`config.mk`:
```
export PLATFORM = sky130hd
export DESIGN_NAME = cau_back
export DESIGN_NICKNAME = d
export VERILOG_FILES = /design/src/hdl/cau_pkg.sv /design/src/hdl/cau_back.sv
export SDC_FILE = /design/constraint.sdc
export NUM_CORES = 1
export LEC_CHECK = 0
export BUFFER_PORTS_ARGS = -buffer_cell sky130_fd_sc_hd__buf_2
export CAP_MARGIN = 20
export CORE_MARGIN = 5
export CORE_UTILIZATION = 30
export CTS_CLUSTER_SIZE = 24
export DETAILED_ROUTE_END_ITERATION = 16
export PLACE_DENSITY = 0.61
export SETUP_SLACK_MARGIN = 0.15
export SLEW_MARGIN = 20
export SYNTH_ARGS = -nofsm -noshare
export SYNTH_HDL_FRONTEND = slang
export SYNTH_SLANG_ARGS = --single-unit
```
`constraint.sdc`:
```
create_clock -name aclk -period 4 [get_ports aclk]
set_input_delay 0.4 -clock aclk [delete_from_list [all_inputs] [get_ports aclk]]
set_output_delay 0.4 -clock aclk [all_outputs]
set_load 0.05 [all_outputs]
```
`src/hdl/cau_pkg.sv`:
```
// Shared constants, codes and stage payload types for the complex arithmetic unit.
// No dependencies; every other file imports this package.
package cau_pkg;

    localparam int FRAC_BITS = 8;
    localparam int DATA_W    = 16;
    localparam int KIND_W    = 3;
    localparam int STATUS_W  = 2;

    // operation codes
    localparam logic [KIND_W-1:0] KIND_REAL = 3'd0;
    localparam logic [KIND_W-1:0] KIND_IMAG = 3'd1;
    localparam logic [KIND_W-1:0] KIND_CONJ = 3'd2;
    localparam logic [KIND_W-1:0] KIND_ADD  = 3'd3;
    localparam logic [KIND_W-1:0] KIND_SUB  = 3'd4;
    localparam logic [KIND_W-1:0] KIND_MUL  = 3'd5;
    localparam logic [KIND_W-1:0] KIND_DIV  = 3'd6;
    localparam logic [KIND_W-1:0] KIND_MOD  = 3'd7;

    // status codes
    localparam logic [STATUS_W-1:0] STATUS_OK   = 2'd0;
    localparam logic [STATUS_W-1:0] STATUS_DIV0 = 2'd1;
    localparam logic [STATUS_W-1:0] STATUS_SAT  = 2'd2;

    localparam int PROD_W   = 2 * DATA_W;          // one 16x16 product
    localparam int SUM_W    = PROD_W + 1;          // sum of two products
    localparam int SIMPLE_W = DATA_W + 1;          // add/sub/negate result
    localparam int DIR_W    = SUM_W - FRAC_BITS;   // rounded product sum
    localparam int NUM_W    = SUM_W + FRAC_BITS + 1; // 2*num*2^F + den
    localparam int MAG_W    = NUM_W - 1;           // |numerator|
    localparam int DEN_W    = PROD_W + 1;          // 2*den
    localparam int QUO_W    = DATA_W + 2;          // quotient bits incl. overflow bit
    localparam int CMP_W    = DEN_W + QUO_W - 1;   // widest shifted divisor
    localparam int ROOT_W   = DATA_W;
    localparam int STEPS    = QUO_W;

    localparam logic [DATA_W-1:0] SAT_MAX = 16'h7FFF;
    localparam logic [DATA_W-1:0] SAT_MIN = 16'h8000;

    // payload carried through the divide / root steps
    typedef struct packed {
        logic [KIND_W-1:0]       kind;
        logic signed [DIR_W-1:0] dir_re;
        logic signed [DIR_W-1:0] dir_im;
        logic                    neg_re;
        logic                    neg_im;
        logic                    den_zero;
        logic [DEN_W-1:0]        d;
        logic [MAG_W-1:0]        rem_re;
        logic [MAG_W-1:0]        rem_im;
        logic [QUO_W-1:0]        q_re;
        logic [QUO_W-1:0]        q_im;
        logic [PROD_W-1:0]       sq_rem;
        logic [ROOT_W-1:0]       sq_root;
    } iter_t;

    typedef struct packed {
        logic [DATA_W-1:0] val;
        logic              sat;
    } sat_t;

endpackage

```
`src/hdl/cau_back.sv`:
```
// Back end: quotient sign fix-up, root rounding, saturation, status and
// the output register. Depends on cau_pkg.
module cau_back (
    input  logic                           aclk,
    input  logic                           aresetn,
    input  logic                           in_valid,
    output logic                           in_ready,
    input  cau_pkg::iter_t                 in_data,
    output logic                           out_valid,
    input  logic                           out_ready,
    output logic [cau_pkg::DATA_W-1:0]     out_real,
    output logic [cau_pkg::DATA_W-1:0]     out_imag,
    output logic [cau_pkg::STATUS_W-1:0]   out_status
);
    import cau_pkg::*;

    // floor quotient from magnitude: negative side rounds away from zero
    function automatic sat_t div_fix(input logic [QUO_W-1:0] q, input logic nz,
                                     input logic neg);
        logic [QUO_W-1:0] mag;
        logic [QUO_W-1:0] neg_mag;
        sat_t r;
        mag     = {1'b0, q[QUO_W-2:0]} + QUO_W'(nz);
        neg_mag = -mag;
        r.sat   = 1'b0;
        if (neg) begin
            if (q[QUO_W-1] || mag > QUO_W'(32768)) begin
                r.val = SAT_MIN;
                r.sat = 1'b1;
            end else begin
                r.val = neg_mag[DATA_W-1:0];
            end
        end else begin
            if (q[QUO_W-1] || q[QUO_W-2:0] > (QUO_W-1)'(32767)) begin
                r.val = SAT_MAX;
                r.sat = 1'b1;
            end else begin
                r.val = q[DATA_W-1:0];
            end
        end
        return r;
    endfunction

    function automatic sat_t sat_dir(input logic signed [DIR_W-1:0] v);
        sat_t r;
        r.sat = 1'b1;
        if (v > DIR_W'(32767)) begin
            r.val = SAT_MAX;
        end else if (v < -DIR_W'(32768)) begin
            r.val = SAT_MIN;
        end else begin
            r.val = v[DATA_W-1:0];
            r.sat = 1'b0;
        end
        return r;
    endfunction

    sat_t re_sel, im_sel;
    logic [ROOT_W:0] root_rnd;
    logic div0;
    logic [STATUS_W-1:0] status_next;

    always_comb begin
        root_rnd = {1'b0, in_data.sq_root}
                 + (ROOT_W+1)'(in_data.sq_rem > PROD_W'(in_data.sq_root));
        div0     = 1'b0;
        case (in_data.kind)
            KIND_DIV: begin
                if (in_data.den_zero) begin
                    div0   = 1'b1;
                    re_sel = '0;
                    im_sel = '0;
                end else begin
                    re_sel = div_fix(in_data.q_re, in_data.rem_re != '0, in_data.neg_re);
                    im_sel = div_fix(in_data.q_im, in_data.rem_im != '0, in_data.neg_im);
                end
            end
            KIND_MOD: begin
                im_sel = '0;
                if (root_rnd > (ROOT_W+1)'(32767)) begin
                    re_sel.val = SAT_MAX;
                    re_sel.sat = 1'b1;
                end else begin
                    re_sel.val = root_rnd[DATA_W-1:0];
                    re_sel.sat = 1'b0;
                end
            end
            default: begin
                re_sel = sat_dir(in_data.dir_re);
                im_sel = sat_dir(in_data.dir_im);
            end
        endcase
        if (div0) begin
            status_next = STATUS_DIV0;
        end else if (re_sel.sat || im_sel.sat) begin
            status_next = STATUS_SAT;
        end else begin
            status_next = STATUS_OK;
        end
    end

    logic                valid_reg;
    logic [DATA_W-1:0]   real_reg, imag_reg;
    logic [STATUS_W-1:0] status_reg;

    assign in_ready = !valid_reg || out_ready;

    always_ff @(posedge aclk) begin
        if (!aresetn) begin
            valid_reg <= 1'b0;
        end else if (in_ready) begin
            valid_reg <= in_valid;
        end
    end

    always_ff @(posedge aclk) begin
        if (in_ready && in_valid) begin
            real_reg   <= re_sel.val;
            imag_reg   <= im_sel.val;
            status_reg <= status_next;
        end
    end

    assign out_valid  = valid_reg;
    assign out_real   = real_reg;
    assign out_imag   = imag_reg;
    assign out_status = status_reg;

endmodule

```
==> impl_metrics.json, run 1 <==
{
  "peakVddDrop_uv": 129.7,
  "wl_met2_um": 8407,
  "min_period_ps": 3599,
  "path_cells": "buf_2, inv_1, ha_1, a21oi_1, o221ai_1, a21o_1, a21o_1, a21o_1, a21oi_1, o221ai_1, a21o_1, ha_1, nand4_1, nor4_1, and4_1, a21oi_1, nor2_1, a21oi_1, buf_4, o2111ai_1",
  "portBuffers": 261,
  "cp.arrival_ps": 3590,
  "ys_types": 76,
  "synth_nets": 891,
  "cts_resized": 0,
  "firstDrtPassIters": 5,
  "synth_edf_count": 34,
  "drive_gt1_frac": 0.3658,
  "synthCells": 608,
  "fin_skew_ps": 8.994,
  "hold_buffers": 0,
  "maxSlewViolCount": 0,
  "layout.core_utilization": 0.4240,
  "p_leak_nw": 2.822,
  "setup_tns_ps": 0,
  "powerDensity_nw_per_um2": 227.8,
  "slowest_stage": "ha_1",
  "synth_area_per_cell_um2": 7.662,
  "htree_num_levels": 2,
  "rsz0062_at_grt": "false",
  "dr.max_layer_used": "met5",
  "synthFlopType": "edfxtp_1",
  "multiInputGateArea_um2": 3359,
  "layout_worst_path_cycle_share": 0.8998,
  "cts_tree": "built",
  "path_class": "input port to register",
  "relSlewSlack": 0.4038,
  "ant_nets": 0,
  "drt_iter0_drc": 383,
  "initial_core_util": 0.3064,
  "placed_cell_area_um2": 6276,
  "remaining_drc_errors": 0,
  "drt_wl_total_um": 18440,
  "max_freq_mhz": 277.9,
  "synthTopCellsByArea": "edfxtp_1, ha_1, xnor2_1, nor2_1, a21oi_1",
  "num-fill-cells": 1625,
  "cts.repair_timing.setup_buffer_count": 0,
  "route.detailed.vias_per_inst": 5.415,
  "yosysMostFrequentCell": "nor2_1",
  "cts_sinks": 35,
  "num_vias": 5740,
  "wire_per_inst_um": 17.40,
  "path_max_fanout": 13,
  "num_rows": 45,
  "slowest_delay_ps": 310,
  "status": "finished clean",
  "fin_nets": 1154,
  "synthArstFlopShare": 0,
  "grt_overflow_total": 0,
  "setup_viol": 0,
  "grt_pass1_vias": 5395,
  "area.growth.synth_to_final_pct": 38.36,
  "cp_data_required_time_ps": 3990,
  "io_pins": 295,
  "dp_hpwl_um": 15430,
  "grtUsageTotal": 0.1933,
  "die_w_um": 134.6,
  "hold_violations": 0,
  "grt_start_max_net_pins": 35,
  "wl_met3_um": 1903,
  "cts.clk_slew.worst_paths_ps": 60,
  "syn_area_um2": 4658,
  "antenna_cells": 0,
  "worstMarginPinSlew_ps": 887.6,
  "ys_ff_latch": 35,
  "reg2regPathDepth": 3,
  "synth_area_leader_cell": "edfxtp_1",
  "ys_seq_area_frac": 0.2235,
  "die_h_um": 134.6,
  "antenna_found_initial": 1,
  "min_delay_path_depth": 3,
  "yosys.area.top_type_share": 0.2192,
  "min_path_type": "input port to register",
  "worst_setup_path_start_kind": "input port",
  "m1WireLength_um": 7936,
  "grt_pass1_wl_um": 28260,
  "timing.critical_path.to_type": "register",
  "clockBufferDepth": 2,
  "register_area_um2": 1041,
  "synth_warnings": 0,
  "routabilityCongestion": 0.9248,
  "core_area_um2": 15200,
  "clock_tree.root_cell": "clkbuf_16",
  "clock_latency_ps": 290,
  "finalInstanceArea_um2": 6445,
  "cap_violations": 0,
  "cts-buffers-inserted": 5,
  "synth_common_cells": "nor2_1, a21oi_1, nand2_1, edfxtp_1, nor4_1",
  "dieArea_um2": 18120
}
[placed cells by master, fill, tap and decap left out, types with 6 or more instances in the layout]
cell type / Yosys / layout
o22ai_1: 13 / 13
o211ai_1: 12 / 12
and3_1: 8 / 8
a211oi_1: 6 / 6
a21oi_1: 44 / 44
nor4_1: 34 / 33
o221ai_1: 7 / 7
nand2_1: 36 / 36
nor2_1: 68 / 68
inv_1: 32 / 32
xnor2_1: 30 / 30
nand4_1: 21 / 21
or3_1: 6 / 6
o21ai_0: 27 / 27
buf_2: 6 / 261
o21a_1: 8 / 8
ha_1: 24 / 24
nand3_1: 27 / 27
a21o_1: 9 / 9
xor2_1: 6 / 6
nor3_1: 25 / 24
edfxtp_1: 34 / 34
mux2i_1: 9 / 9
buf_4: 4 / 28
[critical path, delay by kind of cell]
kind / cells / cell delay [ps]
AO/OA/AOI/OAI: 11 / 1780
adder cells (fa/ha/maj): 2 / 520
AND/OR/NAND/NOR: 4 / 480
buffers and inverters: 3 / 410
[stage by stage]
stage          total power, W  hold WS [ps]  std cells  setup WS, ps
2_1_floorplan       0.0007796         538.8        608         336.4
3_3_place_gp         0.001008         528.0       1052         98.95
3_5_place_dp         0.001012         535.5       1052         89.99
4_1_cts              0.001485         360.5       1060         375.4
5_1_grt              0.001548         374.1       1060         161.4
6_report             0.001468         370.4       1060         401.0
[registers in the layout, indices dropped and copies added (netlist names)]
signal / flops
out_status: 2
out_imag: 16
out_real: 16
out_valid: 1
[power breakdown]
group / leakage, nW / switching (W) / internal (W)
Sequential: 0.339 / 0.00000793 / 0.000439
Combinational: 2.40 / 0.000348 / 0.000210
Clock: 0.0838 / 0.000168 / 0.000294
Total: 2.82 / 0.000525 / 0.000943
[final timing paths]
check	startpoint	to	slack [ps]
max reg2reg	out_valid	out_imag[7]	2660
min	in_valid	out_valid	370
max	in_data[2]	out_real[7]	400
min reg2reg	out_valid	out_valid	550
[area by class of cell]
type	count	share of cell area
multi-input combinational	507	0.5213
clock buffer	5	0.01941
timing repair buffer	289	0.2353
sequential	35	0.1615
clock inverter	3	0.006795
inverter	33	0.01922
tap	188	0.03650
[cell families (layout without fill, tap and decap cells)]
family | Yosys count | in the layout | share of synthesized area
adders and majority gates | 24 | 24 | 0.06446
AOI/OAI and AO/OA | 180 | 180 | 0.2640
and+or+nand+nor | 256 | 256 | 0.2965
xor gates and xnor gates | 36 | 36 | 0.06769
muxes | 11 | 11 | 0.02417
DFF | 35 | 35 | 0.2235
buffers and inverters | 66 | 330 | 0.05963
[metal layers]
metal  track usage  vias up
li1              -     2874
met1        0.2587     2594
met2        0.3126      252
met3       0.05514       18
met4       0.03903        2
met5             0        -
No activity file was read; power rests on OpenSTA's default activity.
==> inputs of run 2 (changes only) <==
- ABC_AREA: not set -> 1
==> run 2 against run 1 <==
Net effect: routed wire length shrank 11%; global-route usage is 2.1 points lower; synthesized cell count is 17% higher; register-to-register slack better by 30 ps; synthesized area fell by 0.97%; clock power shrank 4.8%; largest cell class unchanged.
==> impl_metrics.json, run 2 <==
{
  "status": "finished clean",
  "worst_setup_path_start_kind": "input port",
  "antenna_cells": 0,
  "cts_sinks": 35,
  "cts_tree": "built",
  "syn_area_um2": 4613,
  "synth_nets": 994,
  "core_area_um2": 15150,
  "yosysMostFrequentCell": "nand2_1",
  "drive_gt1_frac": 0.3258,
  "grt_pass1_wl_um": 25570,
  "grt_start_max_net_pins": 35,
  "synthFlopType": "edfxtp_1",
  "layout_commonest_cell": "buf_2",
  "num-fill-cells": 1658,
  "io_pins": 295,
  "remaining_drc_errors": 0,
  "synth_area_leader_cell": "edfxtp_1",
  "p_sw_frac": 0.3493,
  "hold_violations": 0,
  "timing.critical_path.to_type": "register",
  "ys_seq_area_frac": 0.2257,
  "p_comb_frac": 0.375,
  "cp_data_required_time_ps": 4150,
  "cap_violations": 0,
  "crit_path_start": "in_data[103]",
  "grtUsageTotal": 0.1725,
  "area.growth.synth_to_final_pct": 37.43,
  "grt_overflow_total": 0,
  "synth_warnings": 0,
  "p_clk_frac": 0.311,
  "synthCells": 711,
  "layout_worst_path_cycle_share": 0.8586,
  "maxSlewViolCount": 0,
  "layout_common_cells": "buf_2, nand2_1, inv_1, nor2_1, nand3_1",
  "min_path_type": "input port to register",
  "clockBufferDepth": 2,
  "cts-buffers-inserted": 5,
  "cp.arrival_ps": 3580,
  "setup_tns_ps": 0,
  "ys_types": 46,
  "synthArstFlopShare": 0,
  "multiInputGateArea_um2": 3204,
  "p_leak_nw": 3.167,
  "rr_startpoint": "out_valid",
  "fin_skew_ps": 8.119,
  "max_freq_mhz": 291.2,
  "min_period_ps": 3434,
  "p_sw_w": 0.0004954,
  "worstMarginPinSlew_ps": 869.9,
  "synth_edf_count": 34,
  "num_vias": 5709,
  "synth_area_per_cell_um2": 6.488,
  "drt_wl_total_um": 16380,
  "route.detailed.vias_per_inst": 4.917,
  "synth_common_cells": "nand2_1, inv_1, nor2_1, nand3_1, o21ai_0",
  "endpoint": "out_imag[13]",
  "initial_core_util": 0.3046,
  "dp_hpwl_um": 14100,
  "htree_num_levels": 2,
  "fin_nets": 1255,
  "rsz0062_at_grt": "false",
  "die_h_um": 134.0,
  "dieArea_um2": 17960,
  "yosys.area.top_type_share": 0.2213,
  "path_class": "input port to register",
  "cellInternalPower_w": 0.0009228,
  "rrSetupSlack_ps": 2690,
  "r2r_end": "out_real[5]",
  "synthTopCellsByArea": "edfxtp_1, nand2_1, inv_1, ha_1, nor2_1",
  "grt_pass1_vias": 5517,
  "antenna_found_initial": 2,
  "powerDensity_nw_per_um2": 223.7,
  "ant_nets": 0,
  "path_max_fanout": 12,
  "peakVddDrop_uv": 146.1,
  "drt_iter0_drc": 319,
  "setup_viol": 0,
  "reg2regPathDepth": 2,
  "routabilityCongestion": 0.8753,
  "register_area_um2": 1041,
  "wire_per_inst_um": 14.11,
  "die_w_um": 134.0,
  "power_w": 0.001418,
  "ys_ff_latch": 35,
  "portBuffers": 261,
  "power_frac_seq": 0.314,
  "relSlewSlack": 0.4179,
  "clock_tree.root_cell": "clkbuf_16",
  "num_rows": 45,
  "cts.clk_slew.worst_paths_ps": 60,
  "firstDrtPassIters": 5,
  "clock_latency_ps": 280,
  "whs_ps": 374.0
}
## run 2: routing by layer
metal,GRT usage,wire length [um],up-vias
li1,-,-,2979
met1,0.2060,6734,2522
met2,0.3175,8124,193
met3,0.05139,1432,11
met4,0.01371,62,4
met5,0,21,-
## run 2: layout make-up
| type | count | area share |
|---|---|---|
| clock buffers | 5 | 0.01974 |
| clock inverters | 3 | 0.006118 |
| inverters | 84 | 0.05033 |
| multi-input cells | 578 | 0.5054 |
| flip-flops and latches | 35 | 0.1642 |
| well taps | 188 | 0.03710 |
| repair buffers | 268 | 0.2171 |
## run 2: per-stage QoR
stage	std cells	setup WS (ps)	utilization	cell area, um2
after floorplan	711	856.1	-	4613
after global placement	1149	278.7	0.4034	6110
after detailed placement	1149	266.5	0.4034	6110
after CTS	1157	569.7	0.4142	6274
after global routing	1161	161.9	0.4186	6340
final	1161	565.6	0.4186	6340
## run 2: worst min-delay path by stage
stage                     slack (ps)      start  cells past startpoint   endpoint
after floorplan                  550    aresetn                      1  out_valid
after global placement           540  out_valid                      2  out_valid
after detailed placement         540  out_valid                      2  out_valid
after CTS                        370    aresetn                      2  out_valid
after global routing             370    aresetn                      2  out_valid
final                            370    aresetn                      2  out_valid
## run 2: cells by family (layout without fill, tap and decap cells)
| kind of cell | count (synthesis) | count (layout) | share of synthesized area |
|---|---|---|---|
| compound gates | 135 | 135 | 0.1801 |
| xor+xnor | 29 | 29 | 0.05506 |
| fa+ha+maj | 24 | 24 | 0.06509 |
| buf+inv | 98 | 360 | 0.08543 |
| flops | 35 | 35 | 0.2257 |
| simple gates | 390 | 390 | 0.3887 |
## run 2: power by group through the flow
stage               registers, W  logic [W]  clock network [W]
finish                  0.000446   0.000532           0.000441
global route            0.000448   0.000590           0.000465
CTS                     0.000447   0.000527           0.000446
detailed placement      0.000454   0.000525                  0
global placement        0.000454   0.000522                  0
floorplan               0.000551   0.000218                  0
## run 2: critical path, cell delays in order
cell and delay, ps:
buf_2 90, nor4_1 340, nand4_1 120, nor2_1 100, nand4_1 130, ha_1 250, ha_1 280, inv_1 80
ha_1 190, nand2_1 70, nor2_1 210, nand3_2 160, nor2_4 160, nand2_2 110, o21bai_4 140, nand2_2 170
buf_4 210, inv_1 70, nand2_1 50, o21ai_1 110, nand2_1 80, nand2_1 60
## run 2: repair_timing
| action | 4_1_cts | 5_1_grt |
|---|---|---|
| endpoints found under the setup margin | 0 | 13 |
| setup buffers | 0 | 3 |
| hold buffers | 0 | 0 |
| resized for setup | 0 | 6 |
